==> src/rtl/ntp_pkg.sv <==
package ntp_pkg;

   // Default longest token, in characters, before the token is an error
   localparam int MAX_TOKEN_LEN_DEF = 127;

   // Widths of the token state and result fields
   localparam int CHAR_W  = 8;
   localparam int ACC_W   = 32;
   localparam int FCNT_W  = 4;
   localparam int CCNT_W  = 8;
   localparam int LEN_W   = 7;
   localparam int NTYPE_W = 3;

   // Character count saturates here; the reported length is capped here
   localparam logic [CCNT_W-1:0] CCNT_SAT = 8'd255;
   localparam logic [CCNT_W-1:0] LEN_CAP  = 8'd127;
   localparam logic [FCNT_W-1:0] FRAC_MAX = 4'd9;

   // Target number types
   localparam logic [NTYPE_W-1:0] NT_U8    = 3'd0;
   localparam logic [NTYPE_W-1:0] NT_U16   = 3'd1;
   localparam logic [NTYPE_W-1:0] NT_U32   = 3'd2;
   localparam logic [NTYPE_W-1:0] NT_S8    = 3'd3;
   localparam logic [NTYPE_W-1:0] NT_S16   = 3'd4;
   localparam logic [NTYPE_W-1:0] NT_S32   = 3'd5;
   localparam logic [NTYPE_W-1:0] NT_FLOAT = 3'd6;
   localparam logic [NTYPE_W-1:0] NT_RESET = NT_U32;

   // Characters with a meaning of their own
   localparam logic [CHAR_W-1:0] CH_NUL   = 8'h00;
   localparam logic [CHAR_W-1:0] CH_TAB   = 8'h09;
   localparam logic [CHAR_W-1:0] CH_LF    = 8'h0A;
   localparam logic [CHAR_W-1:0] CH_CR    = 8'h0D;
   localparam logic [CHAR_W-1:0] CH_SPACE = 8'h20;
   localparam logic [CHAR_W-1:0] CH_HASH  = 8'h23;
   localparam logic [CHAR_W-1:0] CH_MINUS = 8'h2D;
   localparam logic [CHAR_W-1:0] CH_POINT = 8'h2E;
   localparam logic [CHAR_W-1:0] CH_ZERO  = 8'h30;
   localparam logic [CHAR_W-1:0] CH_NINE  = 8'h39;
   localparam logic [CHAR_W-1:0] CH_UA    = 8'h41;
   localparam logic [CHAR_W-1:0] CH_UF    = 8'h46;
   localparam logic [CHAR_W-1:0] CH_LA    = 8'h61;
   localparam logic [CHAR_W-1:0] CH_LB    = 8'h62;
   localparam logic [CHAR_W-1:0] CH_LF_CH = 8'h66;
   localparam logic [CHAR_W-1:0] CH_LX    = 8'h78;

   typedef enum logic [3:0] {
      ST_START   = 4'd0,
      ST_NEG     = 4'd1,
      ST_BIN     = 4'd2,
      ST_HEX     = 4'd3,
      ST_FPOS    = 4'd4,
      ST_FNEG    = 4'd5,
      ST_ERR     = 4'd6,
      ST_ZERO    = 4'd8,
      ST_HEX_OK  = 4'd9,
      ST_OCT_OK  = 4'd10,
      ST_BIN_OK  = 4'd11,
      ST_NEG_OK  = 4'd12,
      ST_POS_OK  = 4'd13,
      ST_FPOS_OK = 4'd14,
      ST_FNEG_OK = 4'd15
   } parse_state_type;

   typedef enum logic [1:0] {
      BASE_2  = 2'd0,
      BASE_8  = 2'd1,
      BASE_10 = 2'd2,
      BASE_16 = 2'd3
   } base_type;

   // Running state of the token being parsed
   typedef struct packed {
      parse_state_type       state;
      logic [ACC_W-1:0]      int_acc;
      logic [ACC_W-1:0]      frac_acc;
      logic [FCNT_W-1:0]     frac_cnt;
      logic [CCNT_W-1:0]     char_cnt;
   } token_type;

   // One result transaction
   typedef struct packed {
      logic                  ok;
      logic                  negative;
      logic [ACC_W-1:0]      magnitude;
      logic [ACC_W-1:0]      frac_value;
      logic [FCNT_W-1:0]     frac_digits;
      logic                  is_fraction;
      logic [LEN_W-1:0]      length;
   } result_type;

   typedef struct packed {
      logic                  valid;
      logic [3:0]            value;
   } digit_type;

   typedef struct packed {
      logic                  ovf;
      logic [ACC_W-1:0]      value;
   } push_type;

   localparam token_type TOKEN_CLEAR = '{
      state: ST_START, int_acc: '0, frac_acc: '0, frac_cnt: '0, char_cnt: '0};

   function automatic logic [4:0] base_value(input base_type base);
      logic [4:0] v;
      case (base)
         BASE_2:  v = 5'd2;
         BASE_8:  v = 5'd8;
         BASE_10: v = 5'd10;
         BASE_16: v = 5'd16;
         default: v = 5'd10;
      endcase
      return v;
   endfunction

   // Decode one digit character in the given base
   function automatic digit_type digit_of(input logic [CHAR_W-1:0] c, input base_type base);
      logic [4:0] d;
      logic       hit;
      digit_type  r;
      d   = '0;
      hit = 1'b0;
      if (c >= CH_ZERO && c <= CH_NINE) begin
         d   = 5'(c - CH_ZERO);
         hit = 1'b1;
      end else if (base == BASE_16 && c >= CH_LA && c <= CH_LF_CH) begin
         d   = 5'(c - CH_LA) + 5'd10;
         hit = 1'b1;
      end else if (base == BASE_16 && c >= CH_UA && c <= CH_UF) begin
         d   = 5'(c - CH_UA) + 5'd10;
         hit = 1'b1;
      end
      r.valid = hit && (d < base_value(base));
      r.value = d[3:0];
      return r;
   endfunction

   // acc * base + digit with overflow past 32 bits
   function automatic push_type acc_push(input logic [ACC_W-1:0] acc, input base_type base,
                                         input logic [3:0] digit);
      logic [ACC_W+3:0] v;
      push_type         r;
      case (base)
         BASE_2:  v = {3'b000, acc, 1'b0};
         BASE_8:  v = {1'b0, acc, 3'b000};
         BASE_10: v = {1'b0, acc, 3'b000} + {3'b000, acc, 1'b0};
         BASE_16: v = {acc, 4'b0000};
         default: v = '0;
      endcase
      v       = v + (ACC_W+4)'(digit);
      r.ovf   = |v[ACC_W+3:ACC_W];
      r.value = v[ACC_W-1:0];
      return r;
   endfunction

endpackage

==> src/rtl/ntp_step.sv <==
module ntp_step #(
   parameter int MAX_TOKEN_LEN = ntp_pkg::MAX_TOKEN_LEN_DEF
) (
   input  ntp_pkg::token_type                cur,
   input  logic [ntp_pkg::CHAR_W-1:0]        ch,
   input  logic [ntp_pkg::NTYPE_W-1:0]       number_type,
   output ntp_pkg::token_type                nxt,
   output ntp_pkg::result_type               res,
   output logic                              is_term
);
   import ntp_pkg::*;

   parse_state_type        st;
   parse_state_type        tgt;
   logic                   do_int;
   logic                   do_frac;
   base_type               base;
   digit_type              dig;
   digit_type              dig10;
   push_type               ipush;
   push_type               fpush;
   logic [CCNT_W-1:0]      cnt;
   logic                   ok;
   logic                   neg;
   logic                   frac;
   logic [ACC_W-1:0]       m;

   // Detect the end-of-token characters
   assign is_term = (ch == CH_NUL) || (ch == CH_SPACE) || (ch == CH_TAB) ||
                    (ch == CH_CR) || (ch == CH_LF) || (ch == CH_HASH);

   // Pick the action for this character from the current state
   always_comb begin
      st      = cur.state;
      tgt     = cur.state;
      do_int  = 1'b0;
      do_frac = 1'b0;
      base    = BASE_10;
      case (cur.state)
         ST_START: begin
            if (ch == CH_MINUS) st = ST_NEG;
            else if (ch == CH_ZERO) st = ST_ZERO;
            else if (ch == CH_POINT) st = ST_FPOS;
            else begin
               do_int = 1'b1;
               tgt    = ST_POS_OK;
            end
         end
         ST_ZERO: begin
            if (ch == CH_LX) st = ST_HEX;
            else if (ch == CH_LB) st = ST_BIN;
            else if (ch == CH_POINT) st = ST_FPOS;
            else begin
               do_int = 1'b1;
               base   = BASE_8;
               tgt    = ST_OCT_OK;
            end
         end
         ST_NEG, ST_NEG_OK: begin
            if (ch == CH_POINT) st = ST_FNEG;
            else begin
               do_int = 1'b1;
               tgt    = ST_NEG_OK;
            end
         end
         ST_POS_OK: begin
            if (ch == CH_POINT) st = ST_FPOS;
            else begin
               do_int = 1'b1;
               tgt    = ST_POS_OK;
            end
         end
         ST_HEX, ST_HEX_OK: begin
            do_int = 1'b1;
            base   = BASE_16;
            tgt    = ST_HEX_OK;
         end
         ST_OCT_OK: begin
            do_int = 1'b1;
            base   = BASE_8;
            tgt    = ST_OCT_OK;
         end
         ST_BIN, ST_BIN_OK: begin
            do_int = 1'b1;
            base   = BASE_2;
            tgt    = ST_BIN_OK;
         end
         ST_FPOS, ST_FPOS_OK: begin
            do_frac = 1'b1;
            tgt     = ST_FPOS_OK;
         end
         ST_FNEG, ST_FNEG_OK: begin
            do_frac = 1'b1;
            tgt     = ST_FNEG_OK;
         end
         ST_ERR: st = ST_ERR;
         default: st = ST_ERR;
      endcase
   end

   // Digit decode and accumulate
   assign dig   = digit_of(ch, base);
   assign dig10 = digit_of(ch, BASE_10);
   assign ipush = acc_push(cur.int_acc, base, dig.value);
   assign fpush = acc_push(cur.frac_acc, BASE_10, dig10.value);

   // Range check of the finished token against the target type
   always_comb begin
      m    = cur.int_acc;
      neg  = 1'b0;
      frac = 1'b0;
      ok   = 1'b0;
      case (cur.state)
         ST_ZERO, ST_POS_OK, ST_HEX_OK, ST_OCT_OK, ST_BIN_OK: begin
            ok = (number_type == NT_U8 && m <= 32'd255) ||
                 (number_type == NT_U16 && m <= 32'd65535) ||
                 (number_type == NT_U32) ||
                 (number_type == NT_S8 && m <= 32'd127) ||
                 (number_type == NT_S16 && m <= 32'd32767) ||
                 (number_type == NT_S32 && m <= 32'h7FFF_FFFF) ||
                 (number_type == NT_FLOAT);
         end
         ST_NEG_OK: begin
            neg = 1'b1;
            ok  = (number_type == NT_S8 && m <= 32'd128) ||
                  (number_type == NT_S16 && m <= 32'd32768) ||
                  (number_type == NT_S32 && m <= 32'h8000_0000) ||
                  (number_type == NT_FLOAT);
         end
         ST_FPOS, ST_FPOS_OK: begin
            frac = 1'b1;
            ok   = (number_type == NT_FLOAT);
         end
         ST_FNEG, ST_FNEG_OK: begin
            neg  = 1'b1;
            frac = 1'b1;
            ok   = (number_type == NT_FLOAT);
         end
         default: ok = 1'b0;
      endcase
   end

   // Build the next token state and the result
   always_comb begin
      nxt = cur;
      res = '0;
      cnt = (cur.char_cnt != CCNT_SAT) ? cur.char_cnt + 1'b1 : cur.char_cnt;
      if (is_term) begin
         nxt = TOKEN_CLEAR;
         if (ok) begin
            res.ok          = 1'b1;
            res.negative    = neg;
            res.magnitude   = cur.int_acc;
            res.frac_value  = cur.frac_acc;
            res.frac_digits = cur.frac_cnt;
            res.is_fraction = frac;
            res.length      = (cur.char_cnt > LEN_CAP) ? LEN_CAP[LEN_W-1:0]
                                                       : cur.char_cnt[LEN_W-1:0];
         end
      end else begin
         nxt.char_cnt = cnt;
         nxt.state    = st;
         if (do_int) begin
            if (!dig.valid || ipush.ovf) begin
               nxt.state = ST_ERR;
            end else begin
               nxt.int_acc = ipush.value;
               nxt.state   = tgt;
            end
         end
         if (do_frac) begin
            if (!dig10.valid || fpush.ovf || cur.frac_cnt >= FRAC_MAX) begin
               nxt.state = ST_ERR;
            end else begin
               nxt.frac_acc = fpush.value;
               nxt.frac_cnt = cur.frac_cnt + 1'b1;
               nxt.state    = tgt;
            end
         end
         if ({1'b0, cnt} > (CCNT_W+1)'(MAX_TOKEN_LEN)) begin
            nxt.state = ST_ERR;
         end
      end
   end

endmodule

==> src/rtl/numeric_token_parser.sv <==
// Numeric token parser: takes one ASCII character per request transaction and
// returns one response transaction for each token terminator (NUL, space,
// tab, CR, LF or '#'). Decimal, negative decimal, 0x hex, 0b binary, leading-0
// octal and decimal fractions are recognized.
// Request channel: req_valid/req_stall carry req_ch. Response channel:
// rsp_valid/rsp_stall carry ok, sign, magnitude, fraction value and digit
// count, fraction flag and token length; when ok is low the rest reads zero.
// csr_wr_en/csr_wr_data set the target type (0 u8, 1 u16, 2 u32, 3 s8,
// 4 s16, 5 s32, 6 float); write it only while no token is in flight.
// A terminator's response passes through the input register, then one pass
// of parse logic into the result register, which drives the response.
// Throughput: one character per cycle while req_stall is low, set by the
// combinational update of the token state. While a response waits under
// rsp_stall, non-terminator characters still flow; a terminator holds in
// the input register and req_stall rises until the response slot frees.
// Reset clears the token state, both registers' valid flags and sets the
// target type to u32.
module numeric_token_parser #(
   parameter int MAX_TOKEN_LEN = ntp_pkg::MAX_TOKEN_LEN_DEF
) (
   input  logic                              clock,
   input  logic                              reset,
   input  logic                              req_valid,
   output logic                              req_stall,
   input  logic [ntp_pkg::CHAR_W-1:0]        req_ch,
   output logic                              rsp_valid,
   input  logic                              rsp_stall,
   output logic                              rsp_ok,
   output logic                              rsp_negative,
   output logic [ntp_pkg::ACC_W-1:0]         rsp_magnitude,
   output logic [ntp_pkg::ACC_W-1:0]         rsp_frac_value,
   output logic [ntp_pkg::FCNT_W-1:0]        rsp_frac_digits,
   output logic                              rsp_is_fraction,
   output logic [ntp_pkg::LEN_W-1:0]         rsp_length,
   input  logic                              csr_wr_en,
   input  logic [ntp_pkg::NTYPE_W-1:0]       csr_wr_data
);
   import ntp_pkg::*;

   logic                   in_valid_ff;
   logic                   in_valid_in;
   logic [CHAR_W-1:0]      in_ch_ff;
   token_type              tok_ff;
   token_type              tok_in;
   result_type             res_ff;
   result_type             res_in;
   logic                   out_valid_ff;
   logic                   out_valid_in;
   logic [NTYPE_W-1:0]     ntype_ff;
   logic                   is_term;
   logic                   fire;
   logic                   req_take;

   ntp_step #(
      .MAX_TOKEN_LEN(MAX_TOKEN_LEN)
   ) u_step (
      .cur         (tok_ff),
      .ch          (in_ch_ff),
      .number_type (ntype_ff),
      .nxt         (tok_in),
      .res         (res_in),
      .is_term     (is_term)
   );

   // Advance the input register unless a terminator meets a held response
   assign fire     = in_valid_ff && !(is_term && out_valid_ff && rsp_stall);
   assign req_stall = in_valid_ff && !fire;
   assign req_take = req_valid && !req_stall;

   always_comb begin
      in_valid_in = in_valid_ff;
      if (req_take) in_valid_in = 1'b1;
      else if (fire) in_valid_in = 1'b0;
   end

   always_comb begin
      out_valid_in = out_valid_ff;
      if (fire && is_term) out_valid_in = 1'b1;
      else if (!rsp_stall) out_valid_in = 1'b0;
   end

   // Control state and token state
   always_ff @(posedge clock) begin
      if (reset) begin
         in_valid_ff  <= 1'b0;
         out_valid_ff <= 1'b0;
         tok_ff       <= TOKEN_CLEAR;
         ntype_ff     <= NT_RESET;
      end else begin
         in_valid_ff  <= in_valid_in;
         out_valid_ff <= out_valid_in;
         if (fire) tok_ff <= tok_in;
         if (csr_wr_en) ntype_ff <= csr_wr_data;
      end
   end

   // Payload registers
   always_ff @(posedge clock) begin
      if (req_take) in_ch_ff <= req_ch;
      if (fire && is_term) res_ff <= res_in;
   end

   assign rsp_valid       = out_valid_ff;
   assign rsp_ok          = res_ff.ok;
   assign rsp_negative    = res_ff.negative;
   assign rsp_magnitude   = res_ff.magnitude;
   assign rsp_frac_value  = res_ff.frac_value;
   assign rsp_frac_digits = res_ff.frac_digits;
   assign rsp_is_fraction = res_ff.is_fraction;
   assign rsp_length      = res_ff.length;

endmodule
==> config.mk <==
export PLATFORM = sky130hd
export DESIGN_NAME = numeric_token_parser
export DESIGN_NICKNAME = d
export VERILOG_FILES = /design/src/rtl/ntp_pkg.sv /design/src/rtl/ntp_step.sv /design/src/rtl/numeric_token_parser.sv
export SDC_FILE = /design/constraint.sdc
export NUM_CORES = 1
export LEC_CHECK = 0
export BUFFER_PORTS_ARGS = -buffer_cell sky130_fd_sc_hd__buf_2
export CAP_MARGIN = 0
export CORE_AREA = 3 3 168 170
export CTS_CLUSTER_DIAMETER = 150
export DETAILED_ROUTE_END_ITERATION = 16
export DIE_AREA = 0 0 171 173
export MAX_ROUTING_LAYER = met4
export PLACE_DENSITY = 0.67
export SLEW_MARGIN = 5
export SYNTH_ARGS = -nofsm -noshare
export SYNTH_HDL_FRONTEND = slang
export SYNTH_SLANG_ARGS = --single-unit
export TNS_END_PERCENT = 100
==> constraint.sdc <==
create_clock -name clock -period 13.55 [get_ports clock]
set_input_delay 0.6775 -clock clock [delete_from_list [all_inputs] [get_ports clock]]
set_output_delay 0.6775 -clock clock [all_outputs]
set_load 0.005 [all_outputs]
# [Word-level counts from Yosys, hierarchy flattened]
# Index checks and enable logic that the tools add are counted.
# Widths: inputs -> output; s select.
[word_totals] register_bits=171
[classes] addsub=11 order_cmp=19 n_eq_ne=38 muxes=54 n_reduce_logical=67
[ops] op="$pmux 36 s4" n=1
[ops] op="$mux 36" n=3
[ops] op="$mux 80" n=1
[ops] op="$mux 78" n=1
[ops] op="$add 35x33->36" n=2
[ops] op="$add 36x4->36" n=2
[ops] op="$mux 4" n=17
[ops] op="$le 32x16->1 const B" n=2
[ops] op="$le 32x8->1 const B" n=2
[ops] op="$eq 8x6->1 const B" n=5
[ops] op="$pmux 4 s9" n=1
[ops] op="$eq 4x4->1 const B" n=8
[ops] op="$le 32x15->1 const B" n=1
[ops] op="$le 32x31->1 const B" n=1
[ops] op="$le 32x32->1 const B" n=1
[ops] op="$le 32x7->1 const B" n=1
[ops] op="$mux 32" n=1
[ops] op="$eq 8x4->1 const B" n=3
[ops] op="$logic_and 1x1->1" n=21
[ops] op="$mux 5" n=4
[ops] op="$pmux 4 s5" n=1
[ops] op="$pmux 5 s4" n=1
[ops] op="$logic_or 1x1->1" n=17
[ops] op="$eq 8x7->1 const B" n=2
[ops] op="other kinds (46)" n=90

# [Longest topological paths before layout]
[depth] ltp_word=20 mapped_depth=30 mapped_depth_nobuf=27

# [Modules after synthesis]
# Synthesis repeated with hierarchy kept, for this count alone.
[hier_totals] cells_unflattened=1769 area_unflattened_um2=15000.6
[by_module_without_submodules] module="ntp_step" n_inst=1 cells_per_inst=1315 area_each_um2=8620.8 seq_area_each_um2=0.0
[by_module_without_submodules] module="numeric_token_parser" n_inst=1 cells_per_inst=454 area_each_um2=6379.9 seq_area_each_um2=4284.1

# [Worst setup path after synthesis]
# Ideal clock, no wire load.
[synth_path] kind="reg2reg" from="register in_ch_ff[0]" to="register tok_ff[67] in the netlist's numbering" setup_ns=0.117 arrival_time_ns=5.700 required_ns=13.433 setup_slack_ns=7.733 path_stages_with_launch=30 n_path_buf=2 period_less_slack_ns=5.817 cell_sequence="edfxtp_1 inv_1 ha_1 nand4_1 mux2_2 nor2_1 nor2_1 a21oi_1 o22ai_1 nand2b_1 ha_1 clkbuf_1 inv_1 a311oi_1 nor2b_1 o21ai_0 nand2_1 inv_1 fa_1 nor2b_1 o21ai_0 nor2_1 and3_2 nand4_1 nor4_4 nand4_1 a22oi_4 o22ai_4 buf_6 a22o_1"
[synth_between] elab_chain_len=17 elab_cells_between_ends=70 classes_between="6 x add/sub; 7 x order compare; 14 x eq/ne; 21 x mux; 22 x reduce/logical"
[synth_lines] item="from (decl)" line_no="numeric_token_parser.sv:42" source="logic [CHAR_W-1:0] in_ch_ff;"
[synth_lines] item="from (signal assigned)" line_no="numeric_token_parser.sv:99" source="if (req_take) in_ch_ff <= req_ch;"
[synth_lines] item="branches (longest 17 deep; another with $add 36x4->36)"
[synth_lines] item="to (signal assigned)" line_no="numeric_token_parser.sv:92" source="if (fire) tok_ff <= tok_in;"
[synth_lines] item="to (decl)" line_no="numeric_token_parser.sv:43" source="token_type tok_ff;"
# Several ways; the timed one is not identified. The select of a mux whose other input is x is not followed.
# A chain may end at the register's enable or synchronous reset.

# [Worst setup path in the final report]
[layout_path] from="register in_ch_ff[0]" to="register tok_ff[64] in the netlist's numbering"
# The elaborated chain is that of the path after synthesis.

==> impl_metrics.yaml <==
worst_setup_path:
  worst_path_max_delay_cell: "and3_1"
  worstPathMaxFanout: 28
  arrival_ps: 7650
  critical_path_s_largest_stage_delay_ps: 760
  type_of_destination_of_the_critical_path: "flop"
  timing_worst_setup_path_type: "flop to flop"
  critPathLaunchType: "flop"
  cp_data_required_time_ps: 13920
synth:
  yosys.cell_types.count: 110
  number_of_enable_flip_flop_cells_after_synthesis: 86
  seq_area_frac_synth: 0.322
  syn-cell-area_um2: 13300
  syn_nets: 1635
  postSynthAreaPerCell_um2: 8.85
  syn_inst: 1504
  synth_ff_type: "edfxtp_1"
  ys_seq_elements: 171
  synth.yosys.warnings: 0
  async_reset_ff_frac: 0
floorplanning:
  core_area_um2: 26900
  pin_count: 96
  die_area_um2: 29600
  die_h_um: 173
  floorplan.die.width_um: 171
  initial_cell_density_of_the_core: 0.495
  num_rows: 60
sta:
  period_share: 0.537
  totalNegativeSetupSlack_ps: 0
  hold_viol: 0
  slew_headroom: 0.353
  clock_skew_ps: 15.0
  timing_max_transition_violations_final: 0
  setup_repair_after_global_routing_missed_its_margin: "false"
  layout_min_cycle_time_ps: 7280
  finalWorstSetupSlack_ps: 6270
  setup_violations: 0
  worst_hold_slack_across_all_endpoints_ps: 414
  tightestPinTransition_ps: 970
  max_clock_freq_ghz: 0.137
worst_hold_path:
  holdCritPathClass: "primary input to flop"
route:
  first_iter_violations: 1325
  drt-total-wl_mm: 37.5
  detailedRoute.firstPassIterationCount: 6
  via_count: 12000
  post_drt_via_cell_ratio: 6.30
  wl_cell_um: 19.6
  final_antenna_net_count: 0
  drc: 0
cts:
  cts_inserted_buffers: 17
  cts.clk_slew.worst_paths_ps: 70
  clk_root_buffer_cell: "clkbuf_16"
  cts_max_level: 4
  postCtsResizedCells: 0
  ctsLongestPathBuffers: 2
  cts_hold_buffers: 0
  clkSinkCount: 171
  cts_tree: "done"
  insertion_delay_ps: 440
  postCtsSetupBuffers: 0
layout:
  final_net_count: 1689
  fin_cells: 1912
  diode_count: 0
  final_layout_size_suffix_gt1_frac: 0.125
  layout-area-overhead-vs-synth_pct: 9.23
global_route:
  grt_start_max_net_pins: 60
  grt_pass1_vias: 11500
  grtUsageTotal: 0.260
  antenna_found_initial: 0
  grt_pass1_wl_mm: 60.8
  grt_overflow_total: 0
placed_design:
  post-dp-hpwl_mm: 26.6
  dp.cells: 1880
  gp_congestion: 0.962
  port_buffers: 95
  place_worst_setup_slack_ps: 6360
run_status:
  run_status: "completed"
pwr:
  cellPowerDensity_nw_per_um2: 82.5
  power_total_mw: 1.20
  highest_ir_drop_seen_on_vdd_mv: 0.0577
  leakagePower_nw: 5.95
run:
  max_cap_viol_count: 0
[logic make-up (layout without fill, tap and decap cells)]
group,count (synthesis),in the layout,share of synthesized area
and+or+nand+nor,577,577,0.229
adders and majority gates,115,115,0.110
buffers and inverters,117,184,0.0418
muxes,26,26,0.0206
AOI/OAI and AO/OA,430,430,0.231
DFF,171,171,0.322
xor gates and xnor gates,68,68,0.0448
[per-stage QoR]
step	cell area, um^2	util
3_5_place_dp	13900	0.518
5_1_grt	14500	0.541
3_3_place_gp	13900	0.518
6_report	14500	0.541
4_1_cts	14500	0.541
2_1_floorplan	13300	-
[synthesized netlist by cell type, types with 8 or more instances]
library cell | instances | area, um^2
nor2_1 | 130 | 488
nand2_1 | 121 | 454
ha_1 | 111 | 1390
a21oi_1 | 109 | 546
edfxtp_1 | 86 | 2580
dfxtp_1 | 85 | 1700
o21ai_0 | 66 | 330
and2_1 | 63 | 394
nand3_1 | 50 | 250
inv_1 | 47 | 176
clkbuf_1 | 46 | 173
xnor2_1 | 40 | 350
nor3_1 | 37 | 185
nand4_1 | 29 | 181
xor2_1 | 28 | 245
a21o_1 | 27 | 203
nand3b_1 | 27 | 203
nand2b_1 | 25 | 156
a22o_1 | 23 | 201
o31ai_1 | 21 | 158
mux2i_1 | 20 | 200
nor4_1 | 18 | 113
o21a_1 | 17 | 128
a221o_1 | 14 | 140
a211o_1 | 13 | 114
or3_1 | 13 | 81.3
a221oi_1 | 12 | 105
a31oi_1 | 12 | 75.1
and3_1 | 12 | 75.1
nor2b_1 | 12 | 75.1
a211oi_1 | 11 | 82.6
a22oi_1 | 10 | 75.1
buf_2 | 10 | 50.1
o2bb2ai_1 | 8 | 70.1
[layout make-up]
type                    instances  area [um^2]
fillers                      2459        12300
multi-input cells            1216         8490
clock inverters                14          175
well taps                     341          427
inverters                      47          178
clock buffers                  18          429
flip-flops and latches        171         4280
repair buffers                105          551
[where the power goes]
part           leakage (nW)  internal, mW  switching [mW]  total, mW
logic                  4.19        0.0457          0.0823      0.128
registers              1.47         0.542         0.00785      0.550
clock network         0.292         0.281           0.240      0.521
total                  5.95         0.869           0.330       1.20
[layer usage]
layer  share of wire  global-route usage  vias up
met2            0.45               0.391      460
li1                -                   -     5764
met3           0.061              0.0309       69
met5               0                   -        -
met1            0.47               0.365     5756
met4           0.026              0.0845        0
[registers in the layout, indices dropped and copies added (netlist names)]
signal and cells:
tok_ff 80, rsp_frac_value 32, rsp_magnitude 32, in_ch_ff 8
rsp_length 7, rsp_frac_digits 4, ntype_ff 3, in_valid_ff 1
rsp_is_fraction 1, rsp_negative 1, rsp_ok 1, rsp_valid 1
[worst paths after layout]
kind / startpoint / endpoint / slack, ps / cells past startpoint
setup reg to reg: in_ch_ff[0]$_DFFE_PP_ / tok_ff[64]$_SDFFE_PP0P_ / 6270 / 28
setup / recovery: in_ch_ff[0]$_DFFE_PP_ / tok_ff[64]$_SDFFE_PP0P_ / 6270 / 28
hold reg to reg: tok_ff[12]$_SDFFE_PP0P_ / tok_ff[12]$_SDFFE_PP0P_ / 510 / 2
hold / removal: req_ch[1] / in_ch_ff[1]$_DFFE_PP_ / 410 / 1
[cells in the final DEF (no fill, tap or decap), types with 14 or more instances in the layout]
master     netlist  final
nand2_1        121    121
xnor2_1         40     40
xor2_1          28     28
nor4_1          18     17
o31ai_1         21     21
and2_1          63     63
nand4_1         29     29
nand2b_1        25     25
a22o_1          23     23
clkbuf_16        0     17
nor3_1          37     37
dfxtp_1         85     85
nand3b_1        27     27
edfxtp_1        86     86
nor2_1         130    129
a21o_1          27     27
nand3_1         50     50
o21ai_0         66     66
inv_1           47     46
a221o_1         14     14
a21oi_1        109    109
o21a_1          17     17
ha_1           111    110
buf_2           10     95
mux2i_1         20     20
[worst max-delay path: cells and delay by family (launching register included)]
| family | cells | cell delay, ps |
|---|---|---|
| AND/OR/NAND/NOR | 13 | 3050 |
| AO/OA/AOI/OAI | 7 | 1720 |
| buffers and inverters | 4 | 860 |
| adder cells (fa/ha/maj) | 3 | 810 |
| flip-flops | 1 | 470 |
| multiplexers | 1 | 290 |
(Power assumes the default switching activity.)
